===== src/rtl/core/ecd_pkg.sv =====
// ----------------------------------------------------------------------------
// ecd_pkg: shared types and constants for the epoch to calendar date block
// Holds the time constants and the month length table of the datapath, and the
// command and status bundles that the controller and the datapath both use.
// ----------------------------------------------------------------------------
package ecd_pkg;

   localparam logic [31:0] SECS_LEAP_YEAR   = 32'd31622400;
   localparam logic [31:0] SECS_COMMON_YEAR = 32'd31536000;
   localparam logic [31:0] SECS_PER_DAY     = 32'd86400;
   localparam logic [31:0] SECS_PER_HOUR    = 32'd3600;
   localparam logic [31:0] SECS_PER_MINUTE  = 32'd60;
   localparam logic [31:0] MS_PER_SECOND    = 32'd1000;
   localparam logic [11:0] BASE_YEAR        = 12'd1970;

   // Reciprocals for the divisions by constants. Each quotient is the top
   // bits of one product: milliseconds times MS_RECIP over 2^38, seconds of
   // the month over 2^7 times DAY_RECIP over 2^25, seconds of the day over
   // 2^4 times HOUR_RECIP over 2^21, seconds of the hour over 2^2 times
   // MINUTE_RECIP over 2^14. The rounding error stays below one quotient
   // step over the whole range that each input can take.
   localparam logic [28:0] MS_RECIP     = 29'd274877907;
   localparam logic [15:0] DAY_RECIP    = 16'd49711;
   localparam logic [13:0] HOUR_RECIP   = 14'd9321;
   localparam logic [10:0] MINUTE_RECIP = 11'd1093;

   // Position of the base year in the 4, 100 and 400 year leap cycles.
   localparam logic [1:0] BASE_MOD4   = 2'd2;
   localparam logic [6:0] BASE_MOD100 = 7'd70;
   localparam logic [8:0] BASE_MOD400 = 9'd370;

   localparam logic [3:0] LAST_MONTH = 4'd12;

   typedef enum logic [3:0] {
      OP_NONE,
      OP_MSDIV,
      OP_ADD,
      OP_YEAR,
      OP_MONTH,
      OP_DAY,
      OP_DAY_REM,
      OP_HOUR,
      OP_HOUR_REM,
      OP_MINUTE,
      OP_MINUTE_REM
   } op_type;

   typedef struct packed {
      logic       load;
      op_type     op;
      logic       capture;
   } cmd_type;

   typedef struct packed {
      logic time_valid;
      logic year_done;
      logic month_done;
   } status_type;

   // Length of a month in seconds.
   function automatic logic [31:0] month_secs(input logic [3:0] month, input logic leap);
      logic [31:0] secs;
      case (month)
         4'd2: begin
            secs = leap ? 32'd2505600 : 32'd2419200;
         end
         4'd4, 4'd6, 4'd9, 4'd11: begin
            secs = 32'd2592000;
         end
         default: begin
            secs = 32'd2678400;
         end
      endcase
      return secs;
   endfunction

endpackage


===== src/rtl/core/ecd_ctrl.sv =====
// ----------------------------------------------------------------------------
// ecd_ctrl: sequencer for the epoch to calendar date block
// Steps the datapath through the millisecond division, the year and month
// loops and the split of the remaining seconds, and owns the result valid
// flag.
// ----------------------------------------------------------------------------
module ecd_ctrl import ecd_pkg::*; (
   input  logic       clock,
   input  logic       reset,
   input  logic       req_valid,
   output logic       req_stall,
   output logic       rsp_valid,
   input  logic       rsp_stall,
   output cmd_type    cmd,
   input  status_type status
);

   typedef enum logic [3:0] {
      S_IDLE,
      S_START,
      S_MSDIV,
      S_ADD,
      S_YEAR,
      S_MONTH,
      S_DAY,
      S_DAY_REM,
      S_HOUR,
      S_HOUR_REM,
      S_MINUTE,
      S_MINUTE_REM,
      S_FINISH
   } state_type;

   state_type  state_ff, state_in;
   logic       rsp_valid_ff, rsp_valid_in;
   logic       out_free;

   assign out_free  = !rsp_valid_ff || !rsp_stall;
   assign req_stall = (state_ff != S_IDLE);
   assign rsp_valid = rsp_valid_ff;

   always_comb begin
      state_in     = state_ff;
      cmd.load     = 1'b0;
      cmd.op       = OP_NONE;
      cmd.capture  = 1'b0;
      rsp_valid_in = rsp_valid_ff && rsp_stall;
      case (state_ff)
         S_IDLE: begin
            if (req_valid) begin
               cmd.load = 1'b1;
               state_in = S_START;
            end
         end
         S_START: begin
            state_in = status.time_valid ? S_MSDIV : S_FINISH;
         end
         S_MSDIV: begin
            cmd.op   = OP_MSDIV;
            state_in = S_ADD;
         end
         S_ADD: begin
            cmd.op   = OP_ADD;
            state_in = S_YEAR;
         end
         S_YEAR: begin
            cmd.op = OP_YEAR;
            if (status.year_done) begin
               state_in = S_MONTH;
            end
         end
         S_MONTH: begin
            cmd.op = OP_MONTH;
            if (status.month_done) begin
               state_in = S_DAY;
            end
         end
         S_DAY: begin
            cmd.op   = OP_DAY;
            state_in = S_DAY_REM;
         end
         S_DAY_REM: begin
            cmd.op   = OP_DAY_REM;
            state_in = S_HOUR;
         end
         S_HOUR: begin
            cmd.op   = OP_HOUR;
            state_in = S_HOUR_REM;
         end
         S_HOUR_REM: begin
            cmd.op   = OP_HOUR_REM;
            state_in = S_MINUTE;
         end
         S_MINUTE: begin
            cmd.op   = OP_MINUTE;
            state_in = S_MINUTE_REM;
         end
         S_MINUTE_REM: begin
            cmd.op   = OP_MINUTE_REM;
            state_in = S_FINISH;
         end
         S_FINISH: begin
            if (out_free) begin
               cmd.capture  = 1'b1;
               rsp_valid_in = 1'b1;
               state_in     = S_IDLE;
            end
         end
         default: begin
            state_in = S_IDLE;
         end
      endcase
   end

   always_ff @(posedge clock) begin
      if (reset) begin
         state_ff     <= S_IDLE;
         rsp_valid_ff <= 1'b0;
      end else begin
         state_ff     <= state_in;
         rsp_valid_ff <= rsp_valid_in;
      end
   end

endmodule


===== src/rtl/core/ecd_datapath.sv =====
// ----------------------------------------------------------------------------
// ecd_datapath: arithmetic for the epoch to calendar date block
// Reciprocal multiplications for the divisions by constants, the epoch add,
// year and month removal, the day, hour and minute remainders, plus the
// result registers.
// ----------------------------------------------------------------------------
module ecd_datapath import ecd_pkg::*; (
   input  logic        clock,
   input  logic [31:0] req_epoch_at_sync,
   input  logic [31:0] req_elapsed_ms,
   input  cmd_type     cmd,
   output status_type  status,
   output logic        rsp_time_valid,
   output logic [11:0] rsp_year,
   output logic [3:0]  rsp_month,
   output logic [4:0]  rsp_day,
   output logic [4:0]  rsp_hour,
   output logic [5:0]  rsp_minute,
   output logic [5:0]  rsp_second,
   output logic [9:0]  rsp_millisecond
);

   logic [31:0] epoch_ff, epoch_in;
   logic [31:0] ems_ff, ems_in;
   logic [22:0] msq_ff, msq_in;
   logic [9:0]  msrem_ff, msrem_in;
   logic [31:0] secs_ff, secs_in;
   logic        tvalid_ff, tvalid_in;
   logic [11:0] year_ff, year_in;
   logic [1:0]  mod4_ff, mod4_in;
   logic [6:0]  mod100_ff, mod100_in;
   logic [8:0]  mod400_ff, mod400_in;
   logic [3:0]  month_ff, month_in;
   logic [4:0]  dayq_ff, dayq_in;
   logic [4:0]  hour_ff, hour_in;
   logic [5:0]  minute_ff, minute_in;

   logic        o_tvalid_ff, o_tvalid_in;
   logic [11:0] o_year_ff, o_year_in;
   logic [3:0]  o_month_ff, o_month_in;
   logic [4:0]  o_day_ff, o_day_in;
   logic [4:0]  o_hour_ff, o_hour_in;
   logic [5:0]  o_minute_ff, o_minute_in;
   logic [5:0]  o_second_ff, o_second_in;
   logic [9:0]  o_ms_ff, o_ms_in;

   logic        leap;
   logic [31:0] ylen;
   logic [31:0] mlen;
   logic [60:0] ms_prod;
   logic [31:0] ms_back;
   logic [31:0] ms_rem;
   logic [30:0] day_prod;
   logic [31:0] day_back;
   logic [26:0] hour_prod;
   logic [31:0] hour_back;
   logic [20:0] minute_prod;
   logic [31:0] minute_back;

   assign leap = ((mod4_ff == 2'd0) && (mod100_ff != 7'd0)) || (mod400_ff == 9'd0);
   assign ylen = leap ? SECS_LEAP_YEAR : SECS_COMMON_YEAR;
   assign mlen = month_secs(month_ff, leap);

   // Quotients come from one product each; each remainder is taken in the state
   // after its quotient, from the registered quotient.
   assign ms_prod     = {29'd0, ems_ff} * {32'd0, MS_RECIP};
   assign ms_back     = {9'd0, msq_ff} * MS_PER_SECOND;
   assign ms_rem      = ems_ff - ms_back;
   assign day_prod    = {16'd0, secs_ff[21:7]} * {15'd0, DAY_RECIP};
   assign day_back    = {27'd0, dayq_ff} * SECS_PER_DAY;
   assign hour_prod   = {14'd0, secs_ff[16:4]} * {13'd0, HOUR_RECIP};
   assign hour_back   = {27'd0, hour_ff} * SECS_PER_HOUR;
   assign minute_prod = {11'd0, secs_ff[11:2]} * {10'd0, MINUTE_RECIP};
   assign minute_back = {26'd0, minute_ff} * SECS_PER_MINUTE;

   assign status.time_valid = tvalid_ff;
   assign status.year_done  = (secs_ff < ylen);
   assign status.month_done = (month_ff == LAST_MONTH) || (secs_ff < mlen);

   always_comb begin
      epoch_in  = epoch_ff;
      ems_in    = ems_ff;
      msq_in    = msq_ff;
      msrem_in  = msrem_ff;
      secs_in   = secs_ff;
      tvalid_in = tvalid_ff;
      year_in   = year_ff;
      mod4_in   = mod4_ff;
      mod100_in = mod100_ff;
      mod400_in = mod400_ff;
      month_in  = month_ff;
      dayq_in   = dayq_ff;
      hour_in   = hour_ff;
      minute_in = minute_ff;
      if (cmd.load) begin
         epoch_in  = req_epoch_at_sync;
         ems_in    = req_elapsed_ms;
         msq_in    = 23'd0;
         msrem_in  = 10'd0;
         tvalid_in = (req_epoch_at_sync != 32'd0);
         year_in   = BASE_YEAR;
         mod4_in   = BASE_MOD4;
         mod100_in = BASE_MOD100;
         mod400_in = BASE_MOD400;
         month_in  = 4'd1;
         dayq_in   = 5'd0;
         hour_in   = 5'd0;
         minute_in = 6'd0;
      end
      case (cmd.op)
         OP_MSDIV: begin
            msq_in = ms_prod[60:38];
         end
         OP_ADD: begin
            // The remainder is below 1000, so its low ten bits are all of it.
            secs_in  = epoch_ff + {9'd0, msq_ff};
            msrem_in = ms_rem[9:0];
         end
         OP_YEAR: begin
            if (!status.year_done) begin
               secs_in   = secs_ff - ylen;
               year_in   = year_ff + 12'd1;
               mod4_in   = mod4_ff + 2'd1;
               mod100_in = (mod100_ff == 7'd99) ? 7'd0 : mod100_ff + 7'd1;
               mod400_in = (mod400_ff == 9'd399) ? 9'd0 : mod400_ff + 9'd1;
            end
         end
         OP_MONTH: begin
            if (!status.month_done) begin
               secs_in  = secs_ff - mlen;
               month_in = month_ff + 4'd1;
            end
         end
         OP_DAY: begin
            dayq_in = day_prod[29:25];
         end
         OP_DAY_REM: begin
            secs_in = secs_ff - day_back;
         end
         OP_HOUR: begin
            hour_in = hour_prod[25:21];
         end
         OP_HOUR_REM: begin
            secs_in = secs_ff - hour_back;
         end
         OP_MINUTE: begin
            minute_in = minute_prod[19:14];
         end
         OP_MINUTE_REM: begin
            secs_in = secs_ff - minute_back;
         end
         default: begin
         end
      endcase
   end

   always_comb begin
      o_tvalid_in = o_tvalid_ff;
      o_year_in   = o_year_ff;
      o_month_in  = o_month_ff;
      o_day_in    = o_day_ff;
      o_hour_in   = o_hour_ff;
      o_minute_in = o_minute_ff;
      o_second_in = o_second_ff;
      o_ms_in     = o_ms_ff;
      if (cmd.capture) begin
         // A time that was never loaded reads as all zeros.
         o_tvalid_in = tvalid_ff;
         o_year_in   = tvalid_ff ? year_ff : 12'd0;
         o_month_in  = tvalid_ff ? month_ff : 4'd0;
         o_day_in    = tvalid_ff ? dayq_ff + 5'd1 : 5'd0;
         o_hour_in   = tvalid_ff ? hour_ff : 5'd0;
         o_minute_in = tvalid_ff ? minute_ff : 6'd0;
         o_second_in = tvalid_ff ? secs_ff[5:0] : 6'd0;
         o_ms_in     = tvalid_ff ? msrem_ff : 10'd0;
      end
   end

   always_ff @(posedge clock) begin
      epoch_ff    <= epoch_in;
      ems_ff      <= ems_in;
      msq_ff      <= msq_in;
      msrem_ff    <= msrem_in;
      secs_ff     <= secs_in;
      tvalid_ff   <= tvalid_in;
      year_ff     <= year_in;
      mod4_ff     <= mod4_in;
      mod100_ff   <= mod100_in;
      mod400_ff   <= mod400_in;
      month_ff    <= month_in;
      dayq_ff     <= dayq_in;
      hour_ff     <= hour_in;
      minute_ff   <= minute_in;
      o_tvalid_ff <= o_tvalid_in;
      o_year_ff   <= o_year_in;
      o_month_ff  <= o_month_in;
      o_day_ff    <= o_day_in;
      o_hour_ff   <= o_hour_in;
      o_minute_ff <= o_minute_in;
      o_second_ff <= o_second_in;
      o_ms_ff     <= o_ms_in;
   end

   assign rsp_time_valid  = o_tvalid_ff;
   assign rsp_year        = o_year_ff;
   assign rsp_month       = o_month_ff;
   assign rsp_day         = o_day_ff;
   assign rsp_hour        = o_hour_ff;
   assign rsp_minute      = o_minute_ff;
   assign rsp_second      = o_second_ff;
   assign rsp_millisecond = o_ms_ff;

endmodule


===== src/rtl/core/epoch_to_calendar_date.sv =====
// Timing: an epoch of zero skips the conversion steps; otherwise the year
//   and month loops run once for each whole year past 1970 (up to 136) and
//   each whole month in the final year (up to 11).
// Throughput: one item at a time; the next item is taken once the result is
//   in the output register, even if stalled.
// Reset: synchronous, active high; clears the sequencer and the result valid.
// ----------------------------------------------------------------------------
// epoch_to_calendar_date: Unix time to Gregorian calendar date converter
// Adds the whole seconds of the elapsed milliseconds to the synced epoch and
// breaks the sum into year, month, day, hour, minute and second.
// ----------------------------------------------------------------------------
//
// The work splits into a sequencer (ecd_ctrl) and an arithmetic datapath
// (ecd_datapath) that talk only through a command and a status bundle.
//
// Per item the sequencer runs these steps:
//   1. The elapsed milliseconds are divided by 1000 with one reciprocal
//      multiplication.
//   2. The quotient is added to the epoch, wrapping at 32 bits, and the
//      millisecond remainder is taken in the same cycle.
//   3. Whole years are subtracted one per cycle from 1970 on. The leap rule
//      uses counters that track the year modulo 4, 100 and 400, so no
//      divider on the year is needed. The year loop sets the worst case.
//   4. Whole months are subtracted one per cycle, at most eleven times.
//   5. The rest is split into days, hours and minutes: for each, a
//      reciprocal multiplication gives the quotient, then its multiple is
//      subtracted. What remains is the second.
// An epoch of zero skips all of this and yields an all-zero item.
//
// The result sits in an output register until it is taken, and the input
// side opens again as soon as that register has been loaded. If the previous
// result is still stalled when a new one is ready, the sequencer waits.
module epoch_to_calendar_date import ecd_pkg::*; (
   input  logic        clock,
   input  logic        reset,
   input  logic        req_valid,
   output logic        req_stall,
   input  logic [31:0] req_epoch_at_sync,
   input  logic [31:0] req_elapsed_ms,
   output logic        rsp_valid,
   input  logic        rsp_stall,
   output logic        rsp_time_valid,
   output logic [11:0] rsp_year,
   output logic [3:0]  rsp_month,
   output logic [4:0]  rsp_day,
   output logic [4:0]  rsp_hour,
   output logic [5:0]  rsp_minute,
   output logic [5:0]  rsp_second,
   output logic [9:0]  rsp_millisecond
);

   cmd_type    cmd;
   status_type status;

   // Sequencer: owns the state and the result valid flag.
   ecd_ctrl u_ctrl (
      .clock     (clock),
      .reset     (reset),
      .req_valid (req_valid),
      .req_stall (req_stall),
      .rsp_valid (rsp_valid),
      .rsp_stall (rsp_stall),
      .cmd       (cmd),
      .status    (status)
   );

   // Datapath: working registers, the multiply, subtract and compare logic
   // and the result register.
   ecd_datapath u_datapath (
      .clock             (clock),
      .req_epoch_at_sync (req_epoch_at_sync),
      .req_elapsed_ms    (req_elapsed_ms),
      .cmd               (cmd),
      .status            (status),
      .rsp_time_valid    (rsp_time_valid),
      .rsp_year          (rsp_year),
      .rsp_month         (rsp_month),
      .rsp_day           (rsp_day),
      .rsp_hour          (rsp_hour),
      .rsp_minute        (rsp_minute),
      .rsp_second        (rsp_second),
      .rsp_millisecond   (rsp_millisecond)
   );

endmodule


===== config.mk =====
export PLATFORM = sky130hd
export DESIGN_NAME = epoch_to_calendar_date
export DESIGN_NICKNAME = d
export VERILOG_FILES = /design/src/rtl/core/ecd_pkg.sv /design/src/rtl/core/ecd_ctrl.sv /design/src/rtl/core/ecd_datapath.sv /design/src/rtl/core/epoch_to_calendar_date.sv
export SDC_FILE = /design/constraint.sdc
export NUM_CORES = 2
export LEC_CHECK = 0
export BUFFER_PORTS_ARGS = -buffer_cell sky130_fd_sc_hd__buf_4
export CELL_PAD_IN_SITES_DETAIL_PLACEMENT = 0
export CELL_PAD_IN_SITES_GLOBAL_PLACEMENT = 1
export CORE_MARGIN = 1.5
export CORE_UTILIZATION = 50
export DETAILED_ROUTE_END_ITERATION = 8
export PLACE_DENSITY_LB_ADDON = 0.1
export SLEW_MARGIN = 40
export SYNTH_ARGS = -nofsm -noshare
export SYNTH_HDL_FRONTEND = slang
export SYNTH_SLANG_ARGS = --single-unit

===== constraint.sdc =====
create_clock -name clock -period 8.8 [get_ports clock]
set_clock_uncertainty 0.1 [all_clocks]
set_input_delay 0 -clock clock [delete_from_list [all_inputs] [get_ports clock]]
set_output_delay 0 -clock clock [all_outputs]
set_load 0.01 [all_outputs]

# After elaboration in Yosys (flattened, before gate mapping)
# Cells that the tools add are included.
[totals]
regBits = 234
in_bits = 68
[op_classes]
addsub = 13
mul = 8
magnitude_cmp = 2
eq_ne = 36
n_mux = 45
reduce_logical = 22
[ops]
columns = ["operator", "n"]
rows = [
  ["32-bit one-hot mux with 6 select lines", 1],
  ["32-bit < comparator", 2],
  ["32-bit two-way mux", 2],
  ["32-bit one-hot mux with 2 select lines", 1],
  ["32-bit subtractor", 2],
  ["32-bit by 29-bit multiplier with 61-bit output (second input constant)", 1],
  ["4-bit one-hot mux with 13 select lines", 1],
  ["23-bit two-way mux", 2],
  ["4-bit == test (second input constant)", 11],
  ["4-bit by 3-bit == test with 1-bit output (second input constant)", 10],
  ["4-bit one-hot mux with 10 select lines", 1],
  ["12-bit two-way mux", 3],
  ["18-bit two-way mux", 2],
  ["9-bit two-way mux", 4],
  ["32-bit by 23-bit adder with 32-bit output", 1],
  ["4-bit two-way mux", 8],
  ["32-bit nonzero test", 1],
  ["32-bit by 12-bit subtractor with 32-bit output", 1],
  ["32-bit by 17-bit subtractor with 32-bit output", 1],
  ["32-bit by 22-bit subtractor with 32-bit output", 1],
  ["15-bit by 16-bit multiplier with 30-bit output (second input constant)", 1],
  ["7-bit two-way mux", 4],
  ["13-bit by 14-bit multiplier with 26-bit output (second input constant)", 1],
  ["23-bit by 7-bit multiplier with 7-bit output (second input constant)", 1],
  ["35 further kinds", 63],
]

# Longest topological paths before layout
[logic_depth]
depth_word = 9
depth_mapped = 24
ltp_nobuf = 24

# Modules after synthesis
# Synthesis repeated with hierarchy kept, for this count alone.
[hier_totals]
cells_unflattened = 3687
hier_area_um2 = 36865.4
[modules_own_cells]
columns = ["module", "instances", "cells_per_inst", "area_each_um2", "seq_area_each_um2"]
rows = [
  ["ecd_datapath", 1, 3638, 36456.2, 6536.3],
  ["ecd_ctrl", 1, 49, 409.1, 100.1],
]

# Worst setup path before layout
# No wires, ideal clock.
[synth_path]
kind = "register -> register"
from = "register u_datapath.ems_ff[9]"
to = "register u_datapath.msq_ff[16] (data pin)"
setup_ns = 0.260
t_arrival_ns = 6.625
t_required_ns = 8.440
setup_slack_ns = 1.815
stages_incl_launch_ff = 22
path_buffers = 0
period_less_slack_ns = 6.985
cell_sequence = "edfxtp_1 -> ha_1 -> fa_1 -> fa_1 -> inv_1 -> fa_1 -> inv_1 -> fa_1 -> fa_1 -> fa_1 -> inv_1 -> fa_1 -> inv_1 -> ha_1 -> nand4_1 -> a2111oi_0 -> a211o_1 -> o21ai_1 -> o311ai_0 -> o21ai_1 -> o21ai_0 -> mux2_2"
[synth_via]
elab_chain_cells = 2
[synth_lines]
columns = ["element", "line", "source"]
rows = [
  ["start, declared", "ecd_datapath.sv:24", "logic [31:0] ems_ff, ems_in;"],
  ["start signal, assigned", "ecd_datapath.sv:181", "ems_ff <= ems_in;"],
  ["32-bit by 29-bit multiplier with 61-bit output", "ecd_datapath.sv:66", "assign ms_prod = {29'd0, ems_ff} * {32'd0, MS_RECIP};"],
  ["23-bit two-way mux", "ecd_datapath.sv:110", "case (cmd.op)"],
  ["end signal, assigned", "ecd_datapath.sv:182", "msq_ff <= msq_in;"],
  ["end, declared", "ecd_datapath.sv:25", "logic [22:0] msq_ff, msq_in;"],
]
# No other way between the ends.
# A chain may end at the register's enable or synchronous reset.

# Final worst setup path
# Ends and elaborated chain as after synthesis.

==> results.json <==
{
  "drive_above_1_share_pct": 6.13,
  "dp_hpwl_um": 84900,
  "seqCellArea_um2": 6640,
  "yosysUniqueCellTypes": 83,
  "hold_path_class": "input pin to flip-flop",
  "synth_area_leader_cell": "ha_1",
  "grt_use_total_pct": 27.6,
  "fin_crit_sh_pct": 90.9,
  "cts_root_buf": "clkbuf_16",
  "seq_area_frac_synth_pct": 17.7,
  "synth-seq-cells": 234,
  "insertion_delay_ns": 0.56,
  "max_freq_mhz": 125,
  "vias": 27551,
  "reg2regPathDepth": 21,
  "rsz0062_at_grt": "no",
  "cts_buffers": 34,
  "post_cts_buffers": 0,
  "path_cells": "ha_1, fa_1, fa_1, inv_1, fa_1, inv_1, fa_1, fa_1, fa_1, inv_1, fa_1, inv_1, ha_1, nand4_1, a2111oi_0, a211o_1, o21ai_1, o311ai_0, o21ai_1, o21ai_0, mux2_2",
  "die_w_um": 277,
  "worstSetupPathType": "flip-flop to flip-flop",
  "drt_pass1_iterations": 5,
  "multi_input_area_um2": 27700,
  "fin_tns_setup_ns": 0,
  "crit_family": "adder cells",
  "synth_area_per_cell_um2": 9.78,
  "h-tree-depth": 2,
  "fin_nets": 5339,
  "route.detailed.drc": 0,
  "synthCells": 3837,
  "drt_iter0_drc": 1516,
  "routedWlPerCell_um": 20.6,
  "arrival_ns": 8.18,
  "cts-resized-gates": 0,
  "placementRows": 100,
  "period_minus_slack_ns": 8.00,
  "clock_sinks": 234,
  "cp_num_buf_inv": 4,
  "cts_buffer_depth": 3,
  "relSlewSlack_pct": 40.0,
  "critPathMaxStageDelay_ns": 0.87,
  "io-pin-count": 119,
  "cts.clk_slew.worst_paths_ns": 0.06,
  "grt-ovfl-total": 0,
  "yosysMostFrequentCell": "ha_1",
  "crit_path_start_kind": "flip-flop",
  "grt_pass1_vias": 28907,
  "worst_pin_slew_ns": 0.898,
  "dieHeight_um": 277,
  "synth_nets": 5137,
  "grt_pass1_wl_um": 164000,
  "area_growth_pct": 10.6,
  "yosys_warnings": 0,
  "drv_cap": 0,
  "syn_area_um2": 37500,
  "core_um2": 74300,
  "drt.antenna.violating_nets": 0,
  "status": "completed",
  "hold_viol": 0,
  "cp-end-kind": "flip-flop",
  "path_max_fanout": 12,
  "synth_top_area_share_pct": 27.2,
  "cts_hold_buf": 67,
  "setup_violations": 0,
  "cp.required_ns": 8.98,
  "cts_tree": "yes",
  "slew_viol_final": 0,
  "start_util_pct": 50.5,
  "ys.flop_type": "edfxtp_1",
  "num-fill-cells": 6820,
  "routed_via_density": 5.47,
  "port_buffers": 118,
  "design.die.area_um2": 76700,
  "antenna_found_initial": 0,
  "grt_max_degree": 50,
  "synthArstFlopShare_pct": 0,
  "cp_common_cell": "fa_1",
  "synthTopCellsByArea": "ha_1 (27%), fa_1 (22%), edfxtp_1 (16%)",
  "cpMaxStageDelayCell": "edfxtp_1",
  "gp_congestion": 0.926,
  "cp.depth": 21,
  "drt-total-wl_um": 103000,
  "hold_depth": 2,
  "synth_edf_count": 195,
  "synth_common_cells": "ha_1 (816), inv_1 (798), fa_1 (416), edfxtp_1 (195), nor2_1 (191)",
  "diodes": 0
}
-- layout make-up --
| type | instances | area share (%) |
|---|---|---|
| clock inverter | 22 | 0.515 |
| inverter | 800 | 7.24 |
| tap | 969 | 2.92 |
| multi-input combinational | 2743 | 66.8 |
| timing repair buffer | 226 | 4.49 |
| sequential | 234 | 16.0 |
| clock buffer | 39 | 2.09 |
-- worst register-to-register path, delay by kind of cell (launching register included) --
kind | cells | cell delay (ns)
AO/OA/AOI/OAI | 6 | 1.75
adder cells (fa/ha/maj) | 9 | 4.26
buffers and inverters | 4 | 0.20
flip-flops | 1 | 0.87
multiplexers | 1 | 0.37
AND/OR/NAND/NOR | 1 | 0.18
-- stage by stage --
| stage | util, % | hold slack [ns] | instances | worst slack (ns) | instance area, µm² |
|---|---|---|---|---|---|
| floorplan | - | -0.0309 | 3837 | 1.81 | 37500 |
| global placement | 53.5 | 0.0784 | 4905 | 1.06 | 39700 |
| detailed placement | 53.5 | 0.0792 | 4905 | 0.928 | 39800 |
| CTS | 55.9 | 0.0423 | 5033 | 0.859 | 41500 |
| global route | 55.9 | 0.0664 | 5033 | 0.503 | 41500 |
| finish | 55.9 | 0.0624 | 5033 | 0.803 | 41500 |
-- cell usage in the layout, fill, tap and decap left out, drive strengths merged, types with 56 or more instances in the layout --
cell type	n
nor2	191
buf	159
xnor2	95
xor2	65
inv	802
a21oi	170
nand2	152
ha	816
fa	416
nor3	56
edfxtp	195
dlygate4sd3	67
a21o	63
nand3	66
o21ai	149
-- metal layers --
layer,GRT usage (%),up-vias,routed length [µm]
met5,0,-,0
li1,-,13429,-
met2,49.5,570,51800
met3,2.39,156,3360
met4,9.13,0,3820
met1,34.9,13396,44600
-- flip-flops by register name, summed over array words and instances, names as in the netlist, 7 cells and up --
signal,count
u_datapath.ems_ff,32
u_datapath.epoch_ff,32
u_datapath.secs_ff,32
u_datapath.msq_ff,23
u_datapath.rsp_year,12
u_datapath.year_ff,12
u_datapath.msrem_ff,10
u_datapath.rsp_millisecond,10
u_datapath.mod400_ff,9
u_datapath.mod100_ff,7
-- path summary, 6_finish.rpt --
path | startpoint | end | slack, ns
hold / removal | req_elapsed_ms[17] | u_datapath.ems_ff[17] | 0.06
hold reg to reg | u_datapath.year_ff[11] | u_datapath.year_ff[11] | 0.36
setup / recovery | u_datapath.ems_ff[9] | u_datapath.msq_ff[16] | 0.80
setup reg to reg | u_datapath.ems_ff[9] | u_datapath.msq_ff[16] | 0.80
-- cells by family (layout without fill, tap and decap cells) --
| family | Yosys count | in the layout | share of synthesized area, % |
|---|---|---|---|
| AND/OR/NAND/NOR | 681 | 681 | 8.85 |
| AO/OA/AOI/OAI | 661 | 661 | 11.5 |
| flip-flops | 234 | 234 | 17.7 |
| XOR/XNOR | 160 | 160 | 3.73 |
| adder cells (fa/ha/maj) | 1232 | 1232 | 49.4 |
| multiplexers | 9 | 9 | 0.250 |
| buffers and inverters | 860 | 1087 | 8.62 |
Power is not shown: default switching activity piles up to over one toggle a cycle in this logic, so the estimate is an artifact.
